<file path="src/hdl/ddb_pkg.sv">
// Shared types and constants for the block DPCM decoder.
package ddb_pkg;

  // Block geometry: BLOCK_SAMPLES samples per block, one header plus deltas
  localparam int BLOCK_SAMPLES = 16;
  localparam int POS_W         = $clog2(BLOCK_SAMPLES + 1);

  // Dequantization table: eight maps of 256 entries
  localparam int MAP_COUNT   = 8;
  localparam int MAP_ENTRIES = 256;
  localparam int MAP_W       = $clog2(MAP_COUNT);
  localparam int ENTRY_W     = $clog2(MAP_ENTRIES);
  localparam int ADDR_W      = MAP_W + ENTRY_W;
  localparam int TABLE_DEPTH = MAP_COUNT * MAP_ENTRIES;

  // Sample arithmetic
  localparam int SAMPLE_W = 16;
  localparam int BYTE_W   = 8;
  localparam int PRED_W   = SAMPLE_W + 2;
  localparam int SUM_W    = SAMPLE_W + 3;
  localparam logic signed [SAMPLE_W-1:0] SAMPLE_MAX = 16'sh7FFF;
  localparam logic signed [SAMPLE_W-1:0] SAMPLE_MIN = 16'sh8000;

  // Stream positions
  localparam logic [POS_W-1:0] POS_HDR_LO = POS_W'(0);
  localparam logic [POS_W-1:0] POS_HDR_HI = POS_W'(1);
  localparam logic [POS_W-1:0] POS_LAST   = POS_W'(BLOCK_SAMPLES);

  // Item kinds
  localparam logic KIND_TABLE  = 1'b0;
  localparam logic KIND_STREAM = 1'b1;

  // Table port request, one access per accepted item
  typedef struct packed {
    logic                       en;
    logic                       we;
    logic [ADDR_W-1:0]          addr;
    logic signed [SAMPLE_W-1:0] wdata;
  } ram_req_t;

  // Item held in the lookup stage, waiting for the table read data
  typedef struct packed {
    logic                       is_start;
    logic                       last;
    logic                       linear;
    logic signed [SAMPLE_W-1:0] start_sample;
  } s1_item_t;

endpackage

</file>
<file path="src/hdl/ddb_predictor.sv">
// Prediction, delta add with saturation, sample history and output register.
module ddb_predictor (
  input  logic                                clk,
  input  logic                                rst,
  input  logic                                s1_valid,
  input  ddb_pkg::s1_item_t                   s1_item,
  input  logic signed [ddb_pkg::SAMPLE_W-1:0] delta,
  input  logic                                out_stall,
  output logic                                move,
  output logic                                out_valid,
  output logic signed [ddb_pkg::SAMPLE_W-1:0] sample,
  output logic                                last_of_block
);
  import ddb_pkg::*;

  logic signed [SAMPLE_W-1:0] prev_sample;
  logic signed [SAMPLE_W-1:0] older_sample;
  logic signed [PRED_W-1:0]   pred;
  logic signed [SUM_W-1:0]    sum;
  logic signed [SAMPLE_W-1:0] sat_sample;
  logic signed [SAMPLE_W-1:0] new_sample;
  logic                       out_free;

  assign out_free = !out_valid || !out_stall;
  assign move     = s1_valid && out_free;

  // Hold or linear prediction, then add and clamp; start items pass through
  always_comb begin
    if (s1_item.linear) begin
      pred = (PRED_W'(prev_sample) <<< 1) - PRED_W'(older_sample);
    end else begin
      pred = PRED_W'(prev_sample);
    end
    sum = SUM_W'(pred) + SUM_W'(delta);
    if (sum > SUM_W'(SAMPLE_MAX)) begin
      sat_sample = SAMPLE_MAX;
    end else if (sum < SUM_W'(SAMPLE_MIN)) begin
      sat_sample = SAMPLE_MIN;
    end else begin
      sat_sample = sum[SAMPLE_W-1:0];
    end
    new_sample = s1_item.is_start ? s1_item.start_sample : sat_sample;
  end

  // History and output valid
  always_ff @(posedge clk) begin
    if (rst) begin
      prev_sample  <= '0;
      older_sample <= '0;
      out_valid    <= 1'b0;
    end else begin
      if (out_free) begin
        out_valid <= s1_valid;
      end
      if (move) begin
        prev_sample  <= new_sample;
        older_sample <= s1_item.is_start ? s1_item.start_sample : prev_sample;
      end
    end
  end

  // Output payload
  always_ff @(posedge clk) begin
    if (move) begin
      sample        <= new_sample;
      last_of_block <= s1_item.last;
    end
  end

endmodule

</file>
<file path="config.mk">
export PLATFORM = sky130hd
export DESIGN_NAME = ddb_predictor
export DESIGN_NICKNAME = d
export VERILOG_FILES = /design/src/hdl/ddb_pkg.sv /design/src/hdl/ddb_predictor.sv
export SDC_FILE = /design/constraint.sdc
export NUM_CORES = 1
export LEC_CHECK = 0
export ABC_AREA = 1
export BUFFER_PORTS_ARGS = -buffer_cell sky130_fd_sc_hd__buf_2
export CORE_UTILIZATION = 60
export CTS_CLUSTER_DIAMETER = 200
export DETAILED_ROUTE_END_ITERATION = 7
export PLACE_DENSITY = 0.83
export SLEW_MARGIN = 20
export SYNTH_ARGS = -nofsm -noshare
export SYNTH_HDL_FRONTEND = slang
export SYNTH_SLANG_ARGS = --single-unit
export TNS_END_PERCENT = 100
</file>
<file path="constraint.sdc">
create_clock -name clk -period 5.35 [get_ports clk]
set_input_delay 0.2675 -clock clk [delete_from_list [all_inputs] [get_ports clk]]
set_output_delay 0.2675 -clock clk [all_outputs]
set_load 0.01 [all_outputs]
</file>
==> results of run 1 <==
layer usage:
layer / part of all wire [%] / up-vias
met1: 45 / 1880
met5: 0 / -
met4: 2.8 / 0
met3: 3.8 / 29
met2: 48 / 120
li1: - / 2190
metrics by stage:
stage	setup slack (ns)	utilization [%]	total power (W)	instances
floorplan	1.867	-	0.001199	654
global route	0.5882	68.43	0.001830	796
global placement	1.432	66.87	0.001385	788
finish	1.040	68.43	0.001690	796
detailed placement	1.164	66.87	0.001411	788
CTS	1.108	68.43	0.001679	796
how the worst max path moves through the flow:
stage                                             from                      endpoint  slack, ns  depth (start not counted)
final                     older_sample[2]$_SDFFE_PP0P_  prev_sample[10]$_SDFFE_PP0P_       1.04                         26
after global routing      older_sample[2]$_SDFFE_PP0P_   prev_sample[2]$_SDFFE_PP0P_       0.59                         26
after CTS                 older_sample[2]$_SDFFE_PP0P_  prev_sample[10]$_SDFFE_PP0P_       1.11                         26
after detailed placement  older_sample[2]$_SDFFE_PP0P_   prev_sample[7]$_SDFFE_PP0P_       1.16                         26
after global placement    older_sample[2]$_SDFFE_PP0P_          sample[13]$_DFFE_PP_       1.43                         24
after floorplan           older_sample[2]$_SDFFE_PP0P_          sample[10]$_DFFE_PP_       1.87                         25
cell usage after synthesis (all sizes together) (3+ instances only):
cell type / instances
nand3: 57
xor2: 12
xnor2: 4
nand2: 187
dfxtp: 33
a211oi: 16
edfxtp: 17
a21boi: 3
clkbuf: 16
inv: 107
o21ai: 40
buf: 4
nor2: 44
o21bai: 3
a21oi: 51
or2: 8
ha: 36
cells by family after synthesis:
kind of cell | count (synthesis) | share of synthesized area, %
DFF | 50 | 27.77
adders and majority gates | 38 | 11.63
xor gates and xnor gates | 16 | 3.323
buffers and inverters | 128 | 11.66
AOI/OAI and AO/OA | 119 | 15.67
and+or+nand+nor | 303 | 29.94
final cells by class:
class | instances | area (um^2)
multi-input combinational | 476 | 2554
sequential | 50 | 1171
clock buffer | 7 | 76.32
clock inverter | 1 | 30.03
tap | 96 | 120.1
inverter | 108 | 405.4
timing repair buffer | 58 | 292.8
fill | 608 | 2145
registers in the layout (all words and copies together) (netlist names):
signal and count:
last_of_block 1, older_sample 16, out_valid 1, prev_sample 16
sample 16
worst reg2reg max path, stage by stage (launching register included):
cell      delay (ns)
dfxtp_1         0.32
inv_1           0.05
ha_1            0.34
nand3_1         0.13
nand3_1         0.12
a21oi_1         0.27
o21ai_0         0.17
a21boi_0        0.36
o21ai_0         0.14
nand2_1         0.07
nand3_1         0.07
o21ai_0         0.16
ha_1            0.32
a21oi_1         0.24
nand2_1         0.11
a21oi_1         0.21
nand2_1         0.11
nand2_1         0.07
nand2_1         0.05
nor2_1          0.09
nand2_1         0.10
nand3_2         0.31
nand2_1         0.09
inv_1           0.10
nand3_1         0.09
nand2_1         0.10
inv_1           0.04
power groups by stage:
stage,Clock [W],Combinational (W),Sequential [W]
after floorplan,0,0.000693,0.000505
after global placement,0,0.000893,0.000492
after detailed placement,0,0.000919,0.000493
after CTS,0.000268,0.000927,0.000484
after global routing,0.000280,0.00106,0.000490
final,0.000267,0.000938,0.000484
==> flow_summary_export.csv, run 1 <==
group,metric,value,unit
drt,via_per_inst,5.300,
logic_synthesis,yosys_warnings,0,
logic_synthesis,async_flop_share,0,%
setup_path,slowest_delay,0.36,ns
setup_path,r2r_start,"older_sample[2]$_SDFFE_PP0P_",
power,swShare,44.69,%
logic_synthesis,ys_seq_elements,50,
floorplan,fp.dieH,85.83,um
power,p_switching,0.0007551,W
timing,hold_slack,0.1346,ns
setup_path,regToRegSetupSlack,1.04,ns
grt,grt_start_max_net_pins,52,
floorplan,initial_core_util,62.06,%
finish,nets,776,
setup_path,r2r-end,"prev_sample[10]$_SDFFE_PP0P_",
setup_path,critPathMaxFanout,13,
finish,antenna_cells,0,
timing,relSlewSlack,52.53,%
logic_synthesis,synth_edf_count,17,
placed_design,hpwl,7.883,mm
grt,grt_pass1_wl,17.13,mm
clock_network,htree_num_levels,2,
drt,ant_nets,0,
floorplan,dieArea,7367,um^2
timing,period_needed,4.310,ns
outcome,status,"completed",
logic_synthesis,syn-num-nets,731,
power,leakagePower,2.515,nW
clock_network,post_cts_buffers,0,
finish,layout_common_cells,"182 x nand2_1, 104 x inv_1, 57 x buf_2, 56 x nand3_1, 51 x a21oi_1",
drt,totalWireLength,10.53,mm
power,power_frac_clock,15.8,%
drt,avgRoutedWirePerCell,13.22,um
floorplan,core,6794,um^2
placed_design,port_buffers,57,
setup_path,cp_common_cell,"nand2_1",
clock_network,cts_made_buffers,5,
logic_synthesis,ys_types,35,
power,cellInternalPower,0.0009346,W
drt,drc_errors,0,
setup_path,critPathLaunchType,"flop",
drt,dr.pass1.iters,5,
setup_path,worstPathArrival,4.52,ns
min_path,hp-start,"s1_item[17]",
finish,syn2layout_area_growth,10.27,%
setup_path,critPathCaptureType,"flop",
clock_network,post_cts_resized,0,
floorplan,die_w,85.83,um
setup_path,critical_path_buf_inv_count,3,
timing,finClkSkew,0.005526,ns
setup_path,crit_family,"compound AO/OA/AOI/OAI gates",
job,cap_violations,0,
clock_network,clk_pin_slew,0.09,ns
power,vdd_ir_drop_max,0.2134,mV
power,p_per_area,363.4,nW/um^2
timing,maxSlewViolCount,0,
grt,use_met2,52.15,%
min_path,min_path_cells,1,
logic_synthesis,yosysSeqAreaShare,27.77,%
timing,finalSetupViolations,0,
timing,fin_crit_sh,80.56,%
grt,antenna_found_initial,0,
grt,grt_usage,29.16,%
setup_path,cp.required,5.56,ns
power,pwr-share-seq,28.7,%
setup_path,worstSetupPathType,"reg -> reg",
grt,grt_pass1_vias,3855,
timing,hold_viol_final,0,
logic_synthesis,synthFlopType,"dfxtp_1",
clock_network,holdBufCountCts,0,
grt,grt-busiest-layer,"met2",
finish,stdcell_area,4649,um^2
timing,tightest_slew,0.7111,ns
drt,via_count,4219,
setup_path,reg2reg_depth,26,
logic_synthesis,synthCells,654,
logic_synthesis,syn_area,4217,um^2
logic_synthesis,avgSynthCellArea,6.447,um^2
power,combPwrFrac,55.5,%
setup_path,worst_path_max_delay_cell,"a21boi_0",
logic_synthesis,synth_area_leaders,"nand2_1 16%, dfxtp_1 16%, edfxtp_1 12%",
clock_network,clk_latency,0.31,ns
timing,rsz0062_at_grt,"false",
floorplan,ios,58,
min_path,holdPathEnd,"last_of_block$_DFFE_PP_",
finish,final_common_cell,"nand2_1",
clock_network,clockRootBuffer,"clkbuf_8",
logic_synthesis,yosys.area.top_type_share,16.20,%
clock_network,cts.sinks,50,
drt,drt_iter0_markers,243,
clock_network,cts_tree,"yes",
timing,finalSetupTns,0,ns
timing,max_freq,232.0,MHz
placed_design,dpl_cell_area,4543,um^2
placed_design,place_congestion,0.9595,
grt,grt-ovfl-total,0,
min_path,holdCritPathClass,"in -> reg",
logic_synthesis,synth_top_area_cell,"nand2_1",
grt,use_met1,35.59,%
clock_network,cts_buffer_depth,2,
finish,drive_gt1_share,11.29,%
floorplan,fp-row-count,30,
grt,gr-usage-met3,4.139,%
Note: power is estimated with default switching activity, not from simulation.
==> run 2, diff against run 1 <==
--- a/config.mk
+++ b/config.mk
@@ -5,12 +5,12 @@
 export SDC_FILE = /design/constraint.sdc
 export NUM_CORES = 1
 export LEC_CHECK = 0
-export ABC_AREA = 1
+export ABC_AREA = 0
 export BUFFER_PORTS_ARGS = -buffer_cell sky130_fd_sc_hd__buf_2
-export CORE_UTILIZATION = 60
+export CORE_UTILIZATION = 53
 export CTS_CLUSTER_DIAMETER = 200
 export DETAILED_ROUTE_END_ITERATION = 7
-export PLACE_DENSITY = 0.83
+export PLACE_DENSITY = 0.77
 export SLEW_MARGIN = 20
 export SYNTH_ARGS = -nofsm -noshare
 export SYNTH_HDL_FRONTEND = slang
==> constraint.sdc (replaced) <==
create_clock -name clk -period 3.9 [get_ports clk]
set_input_delay 0.195 -clock clk [delete_from_list [all_inputs] [get_ports clk]]
set_output_delay 0.195 -clock clk [all_outputs]
set_load 0.01 [all_outputs]
==> run 2 against run 1 <==
  * The flow now finishes with violations (negative setup slack)
  * Final area rose by 29%
  * Setup slack got worse by 1.8 ns
  * Sequential share of layout area fell by 5.6 points
  * Maximum frequency fell by 6.6%
  * Worst hold slack got worse by 0.076 ns
  * Routed wire length rose by 33%
  * First-iteration DRC count rose by 88%
  * Die area rose by 12%
  * Clock power rose by 20%
  * Power rose by 140%
  * Synthesized area fell by 0.80%
  * Clock skew rose by 0.0057 ns
  * Critical path type unchanged
  * Highest routed layer unchanged
==> flow_summary_export.csv, run 2 <==
group,metric,value,unit
finish,drive_gt1_share,43.81,%
setup_path,worst_path_max_delay_cell,"or4_4",
setup_path,cp.depth,19,
logic_synthesis,synthFlopType,"dfxtp_1",
floorplan,initial_core_util,54.41,%
grt,grt-ovfl-total,0,
grt,grt_usage,32.95,%
timing,fin_ws,-0.7168,ns
clock_network,cts.sinks,50,
floorplan,dieArea,8251,um^2
power,p_per_area,668.6,nW/um^2
setup_path,critPathLaunchType,"flop",
setup_path,crit_family,"simple AND/OR/NAND/NOR gates",
logic_synthesis,syn_area,4183,um^2
power,vdd_ir_drop_max,0.3897,mV
clock_network,cts_buffer_depth,2,
clock_network,cts_tree,"yes",
floorplan,core,7687,um^2
timing,finClkSkew,0.01120,ns
timing,maxSlewViolCount,0,
clock_network,cts_made_buffers,5,
placed_design,place_congestion,0.9705,
setup_path,cp_common_cell,"ha_4",
clock_network,clk_pin_slew,0.11,ns
floorplan,fp-row-count,32,
power,p_switching,0.001784,W
setup_path,worstPathArrival,4.86,ns
drt,dr.pass1.iters,5,
placed_design,place_ws,-0.7363,ns
setup_path,slowest_delay,0.54,ns
logic_synthesis,yosysMostFrequentCell,"nand2_1",
drt,drt_iter0_markers,456,
power,leakagePower,2.571,nW
setup_path,cp.required,4.14,ns
drt,via_per_inst,6.234,
timing,rsz0062_at_grt,"true",
clock_network,holdBufCountCts,0,
floorplan,die_w,90.84,um
finish,syn2layout_area_growth,43.82,%
logic_synthesis,avgSynthCellArea,8.787,um^2
finish,final_common_cell,"buf_4",
min_path,holdCritPathClass,"in -> reg",
outcome,failed_checks,"negative setup slack",
timing,hold_viol_final,0,
timing,relSlewSlack,37.26,%
outcome,status,"finished with violations",
placed_design,port_buffers,57,
clock_network,htree_num_levels,2,
grt,grt_start_max_net_pins,52,
grt,antenna_found_initial,0,
floorplan,ios,58,
power,pwr-share-seq,17.6,%
grt,grt_pass1_vias,4500,
timing,finalSetupViolations,32,
timing,tightest_slew,0.9397,ns
logic_synthesis,synthCells,476,
power,power_frac_clock,8.0,%
power,combPwrFrac,74.4,%
clock_network,clk_latency,0.32,ns
job,cap_violations,0,
min_path,hp-start,"s1_item[17]",
finish,layout_common_cells,"98 x buf_4, 57 x buf_2, 34 x nand2_1, 30 x nor2_1",
timing,fin_crit_sh,118.4,%
logic_synthesis,yosys.area.top_type_share,15.79,%
placed_design,hpwl,9.215,mm
finish,antenna_cells,0,
logic_synthesis,synth_edf_count,17,
setup_path,r2r_start,"prev_sample[0]$_SDFFE_PP0P_",
setup_path,r2r-end,"prev_sample[13]$_SDFFE_PP0P_",
timing,period_needed,4.617,ns
setup_path,critical_path_buf_inv_count,1,
setup_path,path_cells,"ha_4 -> nor2b_4 -> o31a_1 -> o311ai_4 -> nand3_2 -> nand2_2 -> o2111ai_4 -> mux2i_1 -> or4_4 -> ha_4 -> nand2_4 -> o21ai_4 -> or4_1 -> nand4_1 -> a311oi_4 -> and4_4 -> o21ai_1 -> buf_4 -> a41oi_1",
setup_path,reg2reg_depth,19,
timing,max_freq,216.6,MHz
min_path,holdPathEnd,"last_of_block$_DFFE_PP_",
drt,totalWireLength,13.98,mm
logic_synthesis,synth_area_leaders,"dfxtp_1 16%, edfxtp_1 12%, ha_1 11%",
power,cellInternalPower,0.002238,W
setup_path,critPathCaptureType,"flop",
logic_synthesis,yosysSeqAreaShare,28.00,%
logic_synthesis,syn-num-nets,553,
setup_path,regToRegSetupSlack,-0.72,ns
finish,nets,706,
logic_synthesis,synthTopCellsByCount,"37 x nand2_1, 36 x ha_1, 33 x dfxtp_1",
grt,grt_pass1_wl,21.82,mm
logic_synthesis,async_flop_share,0,%
drt,ant_nets,0,
floorplan,fp.dieH,90.84,um
logic_synthesis,synth_top_area_cell,"dfxtp_1",
setup_path,critPathMaxFanout,6,
drt,avgRoutedWirePerCell,19.10,um
finish,top_regs,"older_sample (16), prev_sample (16), sample (16)",
drt,drc_errors,0,
logic_synthesis,ys_seq_elements,50,
power,swShare,44.35,%
drt,via_count,4563,
logic_synthesis,yosys_warnings,0,
min_path,min_path_cells,1,
setup_path,worstSetupPathType,"reg -> reg",
power,total_power,0.004022,W
logic_synthesis,ys_types,58,
clock_network,clockRootBuffer,"clkbuf_8",
[run 2: cell count changes in the layout (fill, tap and decap cells not counted), moves of 13 or more]
| cell | previous run | this run |
|---|---|---|
| nand2_1 | 182 | 34 |
| buf_4 | 1 | 98 |
| inv_1 | 104 | 21 |
| nand3_1 | 56 | 11 |
| a21oi_1 | 51 | 15 |
| o21ai_0 | 40 | 8 |
| nand2b_1 | 0 | 18 |
| a311oi_1 | 0 | 15 |
| nor2_1 | 44 | 30 |
| o21bai_1 | 3 | 17 |
| xnor2_1 | 4 | 17 |
[run 2: how the worst max path moves through the flow]
stage	from	end	slack (ns)
after floorplan	prev_sample[0]$_SDFFE_PP0P_	sample[4]$_DFFE_PP_	-0.34
after detailed placement	older_sample[2]$_SDFFE_PP0P_	prev_sample[3]$_SDFFE_PP0P_	-0.74
after global placement	older_sample[1]$_SDFFE_PP0P_	sample[14]$_DFFE_PP_	-0.62
final	prev_sample[0]$_SDFFE_PP0P_	prev_sample[13]$_SDFFE_PP0P_	-0.72
after global routing	older_sample[1]$_SDFFE_PP0P_	prev_sample[13]$_SDFFE_PP0P_	-0.88
after CTS	prev_sample[0]$_SDFFE_PP0P_	sample[1]$_DFFE_PP_	-0.60
[run 2: logic make-up (layout without fill, tap and decap cells)]
| logic type | count (synthesis) | in the layout | share of synthesized area, % |
|---|---|---|---|
| AO/OA/AOI/OAI | 159 | 159 | 29.14 |
| AND/OR/NAND/NOR | 149 | 150 | 18.19 |
| flip-flops | 50 | 50 | 28.00 |
| buffers and inverters | 43 | 196 | 4.397 |
| adder cells (fa/ha/maj) | 38 | 38 | 11.73 |
| XOR/XNOR | 22 | 22 | 4.607 |
| multiplexers | 15 | 15 | 3.949 |
[run 2: layout make-up]
type | count | area, um^2
clock buffers | 5 | 68.82
clock inverters | 3 | 21.27
fillers | 484 | 1672
inverters | 23 | 86.33
multi-input cells | 384 | 3324
flip-flops and latches | 50 | 1179
well taps | 102 | 127.6
repair buffers | 165 | 1209
[run 2: worst reg2reg max path, cell delays in order, from the launching register on]
cell and delay [ns]:
dfxtp_4 0.38, ha_4 0.24, nor2b_4 0.12, o31a_1 0.31, o311ai_4 0.35, nand3_2 0.14, nand2_2 0.14, o2111ai_4 0.15
mux2i_1 0.15, or4_4 0.54, ha_4 0.31, nand2_4 0.05, o21ai_4 0.19, or4_1 0.14, nand4_1 0.16, a311oi_4 0.34
and4_4 0.38, o21ai_1 0.10, buf_4 0.15, a41oi_1 0.18
[run 2: metal layers]
metal	up-vias	global-route usage (%)	wire length [um]
met2	258	54.04	6436
met3	55	5.640	1134
li1	2103	-	-
met1	2147	43.26	5910
met4	0	12.30	503
met5	-	0	0
[run 2: through the flow]
step | instances | TNS [ns] | instance area [um^2] | hold slack [ns] | utilization, %
3_5_place_dp | 711 | -19.65 | 5420 | 0.3844 | 70.51
6_report | 732 | -20.97 | 6016 | 0.05829 | 78.26
3_3_place_gp | 711 | -15.47 | 5420 | 0.3748 | 70.51
2_1_floorplan | 476 | -8.433 | 4370 | 0.2939 | -
5_1_grt | 732 | -25.99 | 6016 | 0.05186 | 78.26
4_1_cts | 730 | -16.73 | 5903 | 0.06229 | 76.79
[run 2: timing repair]
item | 4_1_cts | 5_1_grt
setup endpoints to repair | 32 | 32
resized for setup | 48 | 19
cloned | 4 | 0
pin swaps | 27 | 7
buffers inserted | 7 | 2
[run 2: power groups by stage]
stage               Combinational, W  Clock (W)  Sequential [W]
CTS                          0.00277   0.000317        0.000707
global route                 0.00318   0.000345        0.000717
floorplan                    0.00149          0        0.000747
global placement             0.00231          0        0.000712
detailed placement           0.00239          0        0.000716
finish                       0.00299   0.000321        0.000709
