===== config.mk =====
export PLATFORM = sky130hd
export DESIGN_NAME = ddb_stream_ctl
export DESIGN_NICKNAME = d
export VERILOG_FILES = /design/src/hdl/ddb_pkg.sv /design/src/hdl/ddb_stream_ctl.sv
export SDC_FILE = /design/constraint.sdc
export NUM_CORES = 1
export LEC_CHECK = 0
export ABC_AREA = 1
export BUFFER_PORTS_ARGS = -buffer_cell sky130_fd_sc_hd__buf_2
export CAP_MARGIN = 20
export CELL_PAD_IN_SITES_DETAIL_PLACEMENT = 1
export CELL_PAD_IN_SITES_GLOBAL_PLACEMENT = 1
export CORE_MARGIN = 3
export CORE_UTILIZATION = 23
export CTS_CLUSTER_DIAMETER = 30
export CTS_CLUSTER_SIZE = 10
export DETAILED_ROUTE_END_ITERATION = 8
export GPL_TIMING_DRIVEN = 0
export PLACE_DENSITY = 0.73
export REMOVE_ABC_BUFFERS = 1
export SETUP_SLACK_MARGIN = 0.05
export SYNTH_ARGS = -nofsm -noshare
export SYNTH_HDL_FRONTEND = slang
export SYNTH_SLANG_ARGS = --single-unit
export TNS_END_PERCENT = 100

===== constraint.sdc =====
create_clock -name clk -period 1.6 [get_ports clk]
set_input_delay 0.08 -clock clk [delete_from_list [all_inputs] [get_ports clk]]
set_output_delay 0.08 -clock clk [all_outputs]
set_load 0.005 [all_outputs]

===== src/hdl/ddb_pkg.sv =====
// Shared types and constants for the block DPCM decoder.
package ddb_pkg;

  // Block geometry: BLOCK_SAMPLES samples per block, one header plus deltas
  localparam int BLOCK_SAMPLES = 16;
  localparam int POS_W         = $clog2(BLOCK_SAMPLES + 1);

  // Dequantization table: eight maps of 256 entries
  localparam int MAP_COUNT   = 8;
  localparam int MAP_ENTRIES = 256;
  localparam int MAP_W       = $clog2(MAP_COUNT);
  localparam int ENTRY_W     = $clog2(MAP_ENTRIES);
  localparam int ADDR_W      = MAP_W + ENTRY_W;
  localparam int TABLE_DEPTH = MAP_COUNT * MAP_ENTRIES;

  // Sample arithmetic
  localparam int SAMPLE_W = 16;
  localparam int BYTE_W   = 8;
  localparam int PRED_W   = SAMPLE_W + 2;
  localparam int SUM_W    = SAMPLE_W + 3;
  localparam logic signed [SAMPLE_W-1:0] SAMPLE_MAX = 16'sh7FFF;
  localparam logic signed [SAMPLE_W-1:0] SAMPLE_MIN = 16'sh8000;

  // Stream positions
  localparam logic [POS_W-1:0] POS_HDR_LO = POS_W'(0);
  localparam logic [POS_W-1:0] POS_HDR_HI = POS_W'(1);
  localparam logic [POS_W-1:0] POS_LAST   = POS_W'(BLOCK_SAMPLES);

  // Item kinds
  localparam logic KIND_TABLE  = 1'b0;
  localparam logic KIND_STREAM = 1'b1;

  // Table port request, one access per accepted item
  typedef struct packed {
    logic                       en;
    logic                       we;
    logic [ADDR_W-1:0]          addr;
    logic signed [SAMPLE_W-1:0] wdata;
  } ram_req_t;

  // Item held in the lookup stage, waiting for the table read data
  typedef struct packed {
    logic                       is_start;
    logic                       last;
    logic                       linear;
    logic signed [SAMPLE_W-1:0] start_sample;
  } s1_item_t;

endpackage


===== src/hdl/ddb_stream_ctl.sv =====
// Stream parser: block position, header capture, table addressing, lookup stage.
module ddb_stream_ctl (
  input  logic                                clk,
  input  logic                                rst,
  input  logic                                accept,
  input  logic                                kind,
  input  logic [ddb_pkg::BYTE_W-1:0]          data_byte,
  input  logic [ddb_pkg::MAP_W-1:0]           table_map,
  input  logic [ddb_pkg::ENTRY_W-1:0]         table_index,
  input  logic signed [ddb_pkg::SAMPLE_W-1:0] table_value,
  input  logic                                move,
  output ddb_pkg::ram_req_t                   ram_req,
  output logic                                s1_valid,
  output ddb_pkg::s1_item_t                   s1_item
);
  import ddb_pkg::*;

  logic [POS_W-1:0]  pos;
  logic [BYTE_W-1:0] header_low;
  logic [MAP_W-1:0]  map_select;
  logic              linear;
  logic              stream_acc;
  logic              result_acc;

  assign stream_acc = accept && (kind == KIND_STREAM);
  assign result_acc = stream_acc && (pos != POS_HDR_LO);

  // Table access: writes use the item's address, deltas the current map
  always_comb begin
    ram_req.en    = accept;
    ram_req.we    = (kind == KIND_TABLE);
    ram_req.wdata = table_value;
    if (kind == KIND_TABLE) begin
      ram_req.addr = {table_map, table_index};
    end else begin
      ram_req.addr = {map_select, data_byte};
    end
  end

  // Block position and header state
  always_ff @(posedge clk) begin
    if (rst) begin
      pos        <= POS_HDR_LO;
      header_low <= '0;
      map_select <= '0;
      linear     <= 1'b0;
      s1_valid   <= 1'b0;
    end else begin
      if (result_acc) begin
        s1_valid <= 1'b1;
      end else if (move) begin
        s1_valid <= 1'b0;
      end
      if (stream_acc) begin
        if (pos == POS_HDR_LO) begin
          header_low <= data_byte;
          pos        <= POS_HDR_HI;
        end else if (pos == POS_HDR_HI) begin
          linear     <= header_low[0];
          map_select <= header_low[MAP_W:1];
          pos        <= pos + POS_W'(1);
        end else if (pos == POS_LAST) begin
          pos <= POS_HDR_LO;
        end else begin
          pos <= pos + POS_W'(1);
        end
      end
    end
  end

  // Lookup stage payload
  always_ff @(posedge clk) begin
    if (result_acc) begin
      s1_item.is_start     <= (pos == POS_HDR_HI);
      s1_item.last         <= (pos == POS_LAST);
      s1_item.linear       <= (pos == POS_HDR_HI) ? header_low[0] : linear;
      s1_item.start_sample <= {data_byte, header_low};
    end
  end

endmodule


==> impl_metrics.csv, run 1 <==
group,metric,value,unit
synthesis,post_synth_design_cell_area,1760,um^2
route,routed_vias_inst,4.03,
die,chipHeight,93.4,um
grt,grt.total_usage,0.108,
die,start_util,0.240,
grt,antenna_found_initial,0,
synthesis,synth_most_common_cell,"sky130_fd_sc_hd__nand2_1",
timing,final_min_period_over_clock_period,0.903,
grt,grt_pass1_vias,1431,
power,power.density_cell_area,936,nW/um^2
synthesis,synth.lib_cells_used.distinct,28,
die,fp.coreArea,7330,um^2
timing,timing.hold.ws,0.0371,ns
route,wl_per_cell,12.9,um
final_layout,layout.filler_cells,873,
die,fp.dieW,93.4,um
cts,cts_max_path_buffers,2,
route,initialDrtViolationCount,38,
synthesis,top_ff_cell_synth,"sky130_fd_sc_hd__edfxtp_1",
synthesis,yosys-top-cells-count,"sky130_fd_sc_hd__nand2_1 (44), sky130_fd_sc_hd__nor2_1 (28), sky130_fd_sc_hd__edfxtp_1 (19)",
synthesis,post-synth-top-area-cell,"sky130_fd_sc_hd__edfxtp_1",
final_layout,multiInputGateArea,608,um^2
worst_setup_path,worstSetupPathType,"reg2reg",
die,rows,31,
timing,slew_violations,0,
timing,finalHoldViolCount,0,
hold_path,min_path_type,"in2reg",
route,drt_pre_antenna_iters,4,
worst_setup_path,cp_data_arrival_time,1.50,ns
final_layout,layout.area.seq,932,um^2
flow_run,max_cap_viol_count,0,
status,run_status,"completed",
placement,numPortBuffers,56,
worst_setup_path,critPathLaunchType,"flop",
final_layout,layout-area-overhead-vs-synth,29.7,%
cts,number_of_buffers_created_by_cts,5,
timing,worst_slew_margin_rel,0.674,
synthesis,syn-mean-instance-area,9.39,um^2
route,postRouteWirelength,4410,um
grt,wire_length_of_the_first_global_routing_pass,7160,um
cts,worst_skew_pair.late_latency,0.29,ns
timing,clock_skew,0.00871,ns
worst_setup_path,critical-path-slowest-cell,"sky130_fd_sc_hd__dfxtp_2",
cts,clkSlewWorstSetupHoldPaths,0.07,ns
timing,rsz_0062_raised_after_global_routing,"no",
synthesis,asyncSetResetFlopFracSynth,0,
synthesis,synth.top_cell.area_share,0.325,
synthesis,synth.yosys.warnings,0,
power,design_power_total,2130,uW
final_layout,antenna_cells,0,
timing,fmax,0.692,GHz
timing,tightest_slew,0.488,ns
route,final_antenna_net_count,0,
power,p_leak,0.000978,uW
worst_setup_path,worstPathRequired,1.65,ns
route,routed-via-count,1379,
cts,clock_sinks,37,
synthesis,synth.area.top_cells,"sky130_fd_sc_hd__edfxtp_1 (32%), sky130_fd_sc_hd__dfxtp_1 (21%), sky130_fd_sc_hd__nand2_1 (9.4%)",
die,design.portCount,89,
power,irDropWorstVdd,430,uV
placement,hpwl,3260,um
worst_setup_path,max_stage_delay,0.35,ns
cts,cts_tree,"yes",
synthesis,netlist_instances,187,
timing,final_period_minus_worst_setup_slack,1.45,ns
grt,grt_start_max_net_pins,16,
final_layout,final_layout_size_suffix_gt1_frac,0.358,
worst_setup_path,path_cells,"inv_1 -> ha_4 -> nand3_4 -> nand2_8 -> clkinvlp_4 -> buf_12",
timing,timing.final.setup_violations,0,
synthesis,synth_sequential_area_ratio,0.530,
worst_setup_path,timing.critical_path.to_type,"flop",
grt,gr-total-overflow,0,
die,die_area,8720,um^2
synthesis,postSynthRegisterBits,37,
final_layout,final_stage_net_count,285,
route,post-route-drc-count,0,
cts,htreeDepth,2,
placement,globalplace.congestion,0.729,
worst_setup_path,critical_path.max_fanout,8,
cts,clock_tree.root_cell,"sky130_fd_sc_hd__clkbuf_8",
synthesis,synth_edf_count,19,
==> cell type report <==
class / count / area share
clock inverter: 2 / 0.0170
clock buffer: 6 / 0.0319
inverter: 21 / 0.0439
timing repair inverter: 2 / 0.00659
multi-input combinational: 109 / 0.267
tap: 99 / 0.0544
sequential: 37 / 0.409
timing repair buffer: 66 / 0.170
==> layout by cell type (no fill, tap or decap), types with 3 or more instances in the layout <==
cell type,Yosys,routed
sky130_fd_sc_hd__clkinvlp_4,0,3
sky130_fd_sc_hd__buf_2,1,56
sky130_fd_sc_hd__dfxtp_1,18,17
sky130_fd_sc_hd__nand2_1,44,44
sky130_fd_sc_hd__o21ai_0,14,14
sky130_fd_sc_hd__dlygate4sd3_1,0,8
sky130_fd_sc_hd__nor2_1,28,28
sky130_fd_sc_hd__inv_1,16,15
sky130_fd_sc_hd__inv_2,3,3
sky130_fd_sc_hd__nand4_1,3,3
sky130_fd_sc_hd__clkbuf_8,0,5
sky130_fd_sc_hd__edfxtp_1,19,19
==> per-stage QoR <==
| step | instance area (um^2) | setup TNS, ns | instances | worst slack (ns) | utilization |
|---|---|---|---|---|---|
| 6_report | 2280 | 0 | 342 | 0.154 | 0.311 |
| 5_1_grt | 2280 | 0 | 342 | 0.0839 | 0.311 |
| 4_1_cts | 2260 | 0 | 342 | 0.0537 | 0.308 |
| 3_5_place_dp | 2010 | -8.63 | 322 | -0.438 | 0.275 |
| 3_3_place_gp | 2010 | -8.09 | 322 | -0.410 | 0.275 |
| 2_1_floorplan | 1610 | -1.52 | 167 | -0.0802 | - |
==> state kept, by name (all words and copies together) (netlist names) <==
name / flops
header_low: 8
linear: 1
map_select: 3
pos: 5
s1_item: 19
s1_valid: 1
==> worst paths after layout <==
kind                       from          end  slack [ns]  cells past startpoint
setup reg to reg         pos[0]  s1_item[18]        0.15                      6
hold / removal     data_byte[0]   s1_item[8]        0.04                      1
setup / recovery         pos[0]  s1_item[18]        0.15                      6
hold reg to reg   header_low[6]   s1_item[6]        0.44                      0
==> per-layer routing <==
layer,routed length (um),vias up,share of wire,global-route usage
li1,-,686,-,-
met1,1760,626,0.40,0.118
met2,2160,62,0.49,0.183
met3,406,5,0.092,0.0451
met4,88,0,0.020,0.0476
met5,0,-,0,0
==> cell families after synthesis <==
group / synth area share
buffers and inverters: 0.139
AOI/OAI and AO/OA: 0.0534
xor gates and xnor gates: 0.00499
and+or+nand+nor: 0.251
adders and majority gates: 0.0214
DFF: 0.530
==> worst max-delay path: cells and delay by family (launching register included) <==
family / cells / cell delay [ns]
buffers and inverters: 3 / 0.38
DFF: 1 / 0.35
and+or+nand+nor: 2 / 0.29
adders and majority gates: 1 / 0.19
==> timing repair <==
item	4_1_cts	5_1_grt
gates resized for setup	5	3
setup buffers	2	0
cloned	2	0
endpoints found under the setup margin	20	15
endpoints found under the hold margin	9	0
hold buffers	8	0
==> power by group <==
| part | total [uW] | switching, uW | internal, uW |
|---|---|---|---|
| Sequential | 1060 | 18.4 | 1040 |
| Combinational | 279 | 158 | 122 |
| Clock | 796 | 328 | 467 |
| Total | 2130 | 505 | 1630 |
(Power assumes the default switching activity.)
==> run 2, diff against run 1 <==
PLACE_DENSITY = 0.58   (was 0.73)
==> run 2 against run 1 <==
Die area is the same. Worst setup slack lost 0.0068 ns. Critical path depth shrank 1. Register-to-register slack is essentially flat. Non-clock buffer count shrank 4. Clock power grew 0.6%. Final area shrank 2.3%. Hold slack lost 0.025 ns. Wire length shrank 0.14%. Highest routed layer unchanged.
==> impl_metrics.csv, run 2 (synthesis gave the netlist of run 1 again) <==
group,metric,value,unit
timing,rsz_0062_raised_after_global_routing,"no",
flow_run,max_cap_viol_count,0,
power,p_leak,0.000954,uW
placement,globalplace.congestion,0.730,
placement,hpwl,3260,um
cts,cts_max_path_buffers,2,
final_layout,antenna_cells,0,
cts,clock_tree.root_cell,"sky130_fd_sc_hd__clkbuf_8",
power,irDropWorstVdd,310,uV
route,drt_pre_antenna_iters,4,
cts,clkSlewWorstSetupHoldPaths,0.07,ns
placement,numPortBuffers,56,
hold_path,min_path_type,"in2reg",
grt,grt_pass1_vias,1405,
placement,placed_cells_incl_taps,322,
die,fp.dieW,93.4,um
worst_setup_path,critPathLaunchType,"flop",
die,fp.coreArea,7330,um^2
power,design_power_total,2120,uW
timing,slew_violations,0,
timing,timing.hold.ws,0.0117,ns
route,postRouteWirelength,4410,um
die,die_area,8720,um^2
placement,placedInstanceArea,2010,um^2
grt,wire_length_of_the_first_global_routing_pass,7020,um
route,routed_vias_inst,4.00,
final_layout,layout.core_utilization,0.304,
status,run_status,"completed",
timing,tightest_slew,0.477,ns
final_layout,layout.filler_cells,883,
final_layout,layout-area-overhead-vs-synth,26.8,%
die,chipHeight,93.4,um
final_layout,layout_top_registers,"s1_item x19, header_low x8, pos x5",
cts,clock_sinks,37,
worst_setup_path,timing.critical_path.to_type,"flop",
timing,worst_slew_margin_rel,0.682,
route,wl_per_cell,13.0,um
cts,worst_skew_pair.late_latency,0.29,ns
route,routed-via-count,1355,
route,initialDrtViolationCount,26,
final_layout,largest_reg_flops,19,
final_layout,final_cell_count_no_fill,339,
final_layout,layout_commonest_cell,"sky130_fd_sc_hd__buf_2",
die,design.portCount,89,
final_layout,multiInputGateArea,598,um^2
worst_setup_path,critical_path.max_fanout,7,
power,power.density_cell_area,954,nW/um^2
grt,gr-total-overflow,0,
final_layout,final_stage_net_count,282,
grt,grt.total_usage,0.105,
cts,cts_tree,"yes",
timing,finalHoldViolCount,0,
timing,clock_skew,0.00980,ns
cts,setup_bufs_post_cts,0,
worst_setup_path,worstPathRequired,1.62,ns
route,final_antenna_net_count,0,
die,start_util,0.240,
final_layout,final_layout_size_suffix_gt1_frac,0.354,
timing,timing.final.setup_violations,0,
final_layout,layout.area.seq,931,um^2
final_layout,most-common-layout-cells,"sky130_fd_sc_hd__buf_2 (56), sky130_fd_sc_hd__nand2_1 (44), sky130_fd_sc_hd__nor2_1 (28)",
worst_setup_path,cp_data_arrival_time,1.47,ns
final_layout,postLayoutCellArea,2230,um^2
timing,fmax,0.689,GHz
cts,number_of_buffers_created_by_cts,5,
cts,htreeDepth,2,
grt,grt_start_max_net_pins,16,
route,post-route-drc-count,0,
die,rows,31,
timing,final_min_period_over_clock_period,0.908,
grt,antenna_found_initial,0,
final_layout,regMostFlops,"s1_item",
timing,final_period_minus_worst_setup_slack,1.45,ns
worst_setup_path,worstSetupPathType,"reg2reg",
-- run 2: layout make-up --
cell class                      count  area share
Sequential cell                    37       0.418
Multi-Input combinational cell    109       0.269
Timing Repair Buffer               62       0.153
Tap cell                           99      0.0556
Inverter                           21      0.0449
Clock buffer                        6      0.0326
Clock inverter                      2      0.0174
Timing Repair inverter              3      0.0101
-- run 2: repair_timing --
action,in CTS,in global routing
gates resized for setup,6,1
hold buffers,6,0
endpoints found under the setup margin,20,20
cloned,3,0
hold endpoints to repair,7,0
-- run 2: final timing paths --
check / start / depth (start not counted) / endpoint / slack (ns)
setup / recovery: pos[0] / 5 / s1_item[17] / 0.15
setup reg to reg: pos[0] / 5 / s1_item[17] / 0.15
hold / removal: data_byte[3] / 1 / s1_item[11] / 0.01
hold reg to reg: header_low[7] / 0 / s1_item[7] / 0.44
-- run 2: critical path, stage by stage (launching register included) --
cell	delay, ns
sky130_fd_sc_hd__dfxtp_1	0.35
sky130_fd_sc_hd__inv_1	0.09
sky130_fd_sc_hd__ha_2	0.25
sky130_fd_sc_hd__nand3_4	0.16
sky130_fd_sc_hd__nand2_8	0.16
sky130_fd_sc_hd__clkinvlp_4	0.18
-- run 2: per-stage QoR --
step | setup TNS, ns | setup slack, ns
6_report | 0 | 0.148
3_5_place_dp | -8.41 | -0.427
3_3_place_gp | -7.40 | -0.376
5_1_grt | 0 | 0.0570
4_1_cts | 0 | 0.0669
2_1_floorplan | -1.52 | -0.0802
-- run 2: metal layers --
| layer | vias up | GRT usage | share of wire | wire (um) |
|---|---|---|---|---|
| met4 | 0 | 0.0440 | 0.0086 | 38 |
| met5 | - | 0 | 0 | 0 |
| met1 | 610 | 0.125 | 0.43 | 1880 |
| met2 | 61 | 0.173 | 0.48 | 2140 |
| li1 | 679 | - | - | - |
| met3 | 5 | 0.0362 | 0.081 | 356 |
-- run 2: power breakdown --
part	leakage, uW	total (uW)	switching, uW	internal, uW
Clock	0.0000554	801	333	468
Sequential	0.000324	1060	17.5	1040
Combinational	0.000575	267	157	110
Total	0.000954	2120	508	1620
==> run 3, diff against run 2 <==
ABC_AREA = not set   (was 1)
PLACE_DENSITY = 0.56   (was 0.58)
==> run 3 against run 2 <==
The run now ends with setup timing left. Largest cell class unchanged. Wire length decreased by 6.6%. Clock power increased by 6.0%. Largest power group unchanged. Final area increased by 3.4%. Via count decreased by 9.1%. Non-clock buffer count increased by 11. Power about the same. Sequential share of layout area decreased by 1.2 points.
==> impl_metrics.csv, run 3 <==
group,metric,value,unit
status,run_status,"finished, violations left",
status,violations,"setup timing",
synthesis,synth_most_common_cell,"sky130_fd_sc_hd__nand2b_1",
cts,number_of_buffers_created_by_cts,5,
grt,grt_start_max_net_pins,27,
synthesis,yosys-top-cells-count,"sky130_fd_sc_hd__nand2b_1 (21), sky130_fd_sc_hd__edfxtp_1 (19), sky130_fd_sc_hd__dfxtp_1 (18)",
route,drt_pre_antenna_iters,2,
synthesis,synth.top_cell.area_share,0.329,
route,routed_vias_inst,4.13,
worst_setup_path,timing.critical_path.to_type,"flop",
synthesis,complex_gate_fraction_of_the_synthesized_area,0.0259,
die,fp.coreArea,7290,um^2
route,routed-via-count,1232,
synthesis,synth_sequential_area_ratio,0.536,
final_layout,layout.core_utilization,0.316,
timing,rsz_0062_raised_after_global_routing,"yes",
die,design.portCount,89,
synthesis,yosys-mux-area-fraction,0.147,
timing,final_period_minus_worst_setup_slack,1.65,ns
final_layout,layout_top_registers,"s1_item x19, header_low x8, pos x5",
cts,clock_sinks,37,
placement,placed_cells_incl_taps,273,
final_layout,final_stage_net_count,241,
synthesis,dominant_combinational_cell_family_by_area_after_synthesis,"simple AND/OR/NAND/NOR gates",
worst_setup_path,max_stage_delay,0.42,ns
die,rows,31,
placement,numPortBuffers,56,
power,irDropWorstVdd,283,uV
synthesis,synth.lib_cells_used.distinct,25,
worst_setup_path,path_cells,"inv_4 -> ha_4 -> or3b_4 -> o21bai_4 -> clkinvlp_4 -> buf_12",
synthesis,synthXorXnorAreaFrac,0,
power,p_leak,0.000933,uW
worst_setup_path,cp_data_arrival_time,1.70,ns
grt,wire_length_of_the_first_global_routing_pass,6360,um
synthesis,post-synth-top-area-cell,"sky130_fd_sc_hd__edfxtp_1",
final_layout,largest_reg_flops,19,
grt,gr-total-overflow,0,
timing,finalHoldViolCount,0,
die,chipHeight,92.9,um
hold_path,min_path_type,"in2reg",
final_layout,postLayoutCellArea,2300,um^2
final_layout,layout_commonest_cell,"sky130_fd_sc_hd__buf_2",
timing,timing.final.setup_violations,20,
synthesis,post_synth_design_cell_area,1740,um^2
synthesis,postSynthRegisterBits,37,
die,die_area,8630,um^2
worst_setup_path,critical_path.max_fanout,19,
timing,fmax,0.605,GHz
worst_setup_path,worstPathRequired,1.65,ns
grt,grt_pass1_vias,1287,
final_layout,layout.filler_cells,828,
timing,clock_skew,0.00265,ns
synthesis,synth.area.top_cells,"sky130_fd_sc_hd__edfxtp_1 (33%), sky130_fd_sc_hd__dfxtp_1 (21%), sky130_fd_sc_hd__mux2_2 (7.8%)",
worst_setup_path,critical-path-slowest-cell,"sky130_fd_sc_hd__or3b_4",
cts,htreeDepth,2,
synthesis,synthAdderAreaFrac,0.0216,
final_layout,antenna_cells,0,
grt,grt.total_usage,0.0931,
final_layout,final_cell_count_no_fill,298,
cts,clkSlewWorstSetupHoldPaths,0.08,ns
final_layout,regMostFlops,"s1_item",
timing,post-route-worst-setup-slack,-0.0537,ns
placement,placedInstanceArea,1970,um^2
synthesis,asyncSetResetFlopFracSynth,0,
hold_path,worstHoldPathCells,1,
flow_run,max_cap_viol_count,0,
timing,timing.hold.ws,0.0203,ns
route,final_antenna_net_count,0,
worst_setup_path,worst_r2r_path_depth,6,
synthesis,syn-mean-instance-area,12.2,um^2
synthesis,netlist_instances,142,
worst_setup_path,critPathLaunchType,"flop",
final_layout,final_layout_size_suffix_gt1_frac,0.497,
placement,globalplace.congestion,0.718,
timing,tightest_slew,0.409,ns
timing,final_min_period_over_clock_period,1.03,
final_layout,most-common-layout-cells,"sky130_fd_sc_hd__buf_2 (56), sky130_fd_sc_hd__nand2b_1 (21), sky130_fd_sc_hd__edfxtp_1 (19)",
route,postRouteWirelength,4120,um
route,wl_per_cell,13.8,um
grt,antenna_found_initial,0,
cts,cts_max_path_buffers,2,
cts,worst_skew_pair.late_latency,0.29,ns
die,fp.dieW,92.9,um
synthesis,simple_logic_cell_fraction_of_the_synthesized_area,0.163,
timing,timing.setup.tns,-0.968,ns
synthesis,synth_edf_count,19,
timing,slew_violations,0,
timing,worst_slew_margin_rel,0.727,
power,power.density_cell_area,922,nW/um^2
placement,hpwl,2830,um
cts,clock_tree.root_cell,"sky130_fd_sc_hd__clkbuf_8",
route,post-route-drc-count,0,
final_layout,layout-area-overhead-vs-synth,32.6,%
synthesis,synth.yosys.warnings,0,
worst_setup_path,worstSetupPathType,"reg2reg",
synthesis,top_ff_cell_synth,"sky130_fd_sc_hd__edfxtp_1",
cts,cts_tree,"yes",
die,start_util,0.238,
route,initialDrtViolationCount,26,
[run 3: cell count changes after synthesis, sizes merged, moves of 2 or more]
cell,previous run,this run
nand2b,0,21
mux2i,0,12
a21oi,2,4
clkbuf,1,4
inv,20,4
or3,0,5
nand2,49,5
o21ai,16,1
a31oi,0,2
nand4,4,1
or3b,0,2
mux2,0,12
nor2,30,0
[run 3: cells by family after synthesis]
family	after synthesis
AOI/OAI and AO/OA	8
DFF	37
adders and majority gates	3
and+or+nand+nor	42
muxes	24
buffers and inverters	28
[run 3: final cells by class]
cell class | count | area, um^2 | area share
sequential | 37 | 936 | 0.406
multi-input combinational | 77 | 647 | 0.281
inverter | 4 | 21.3 | 0.00923
timing repair buffer | 73 | 455 | 0.198
clock buffer | 6 | 82.6 | 0.0359
clock inverter | 2 | 37.5 | 0.0163
tap | 99 | 124 | 0.0538
[run 3: worst paths after layout]
check,from,end,slack [ns]
max,pos[0],s1_item[17],-0.05
min,data_byte[1],s1_item[9],0.02
max reg2reg,pos[0],s1_item[17],-0.05
min reg2reg,header_low[2],s1_item[2],0.43
[run 3: per-stage QoR]
stage | setup slack (ns) | total power [uW]
5_1_grt | -0.100 | 2210
3_5_place_dp | -0.508 | 1240
2_1_floorplan | -0.138 | 1140
4_1_cts | -0.0681 | 2140
6_report | -0.0537 | 2120
3_3_place_gp | -0.504 | 1240
[run 3: timing repair]
action | in CTS | in global routing
endpoints found under the setup margin | 32 | 33
pin swaps | 2 | 3
gates resized for setup | 12 | 2
setup buffers | 9 | 2
hold buffers | 6 | 0
hold endpoints to repair | 6 | 0
[run 3: worst max-delay path: cells and delay by family (launching register included)]
family | cells | cell delay, ns
AOI/OAI and AO/OA | 1 | 0.16
adders and majority gates | 1 | 0.12
DFF | 1 | 0.36
and+or+nand+nor | 1 | 0.42
buffers and inverters | 3 | 0.33
[run 3: where the power goes]
group          switching [uW]  internal (uW)
Clock                     342            507
Combinational             104            140
Sequential               11.4           1020
[run 3: per-layer routing]
metal / vias to the layer above / GRT usage / share of wire / wire [um]
li1: 583 / - / - / -
met1: 573 / 0.107 / 0.43 / 1790
met2: 71 / 0.151 / 0.45 / 1840
met3: 5 / 0.0496 / 0.11 / 449
met4: 0 / 0.0256 / 0.011 / 44
met5: - / 0 / 0 / 0
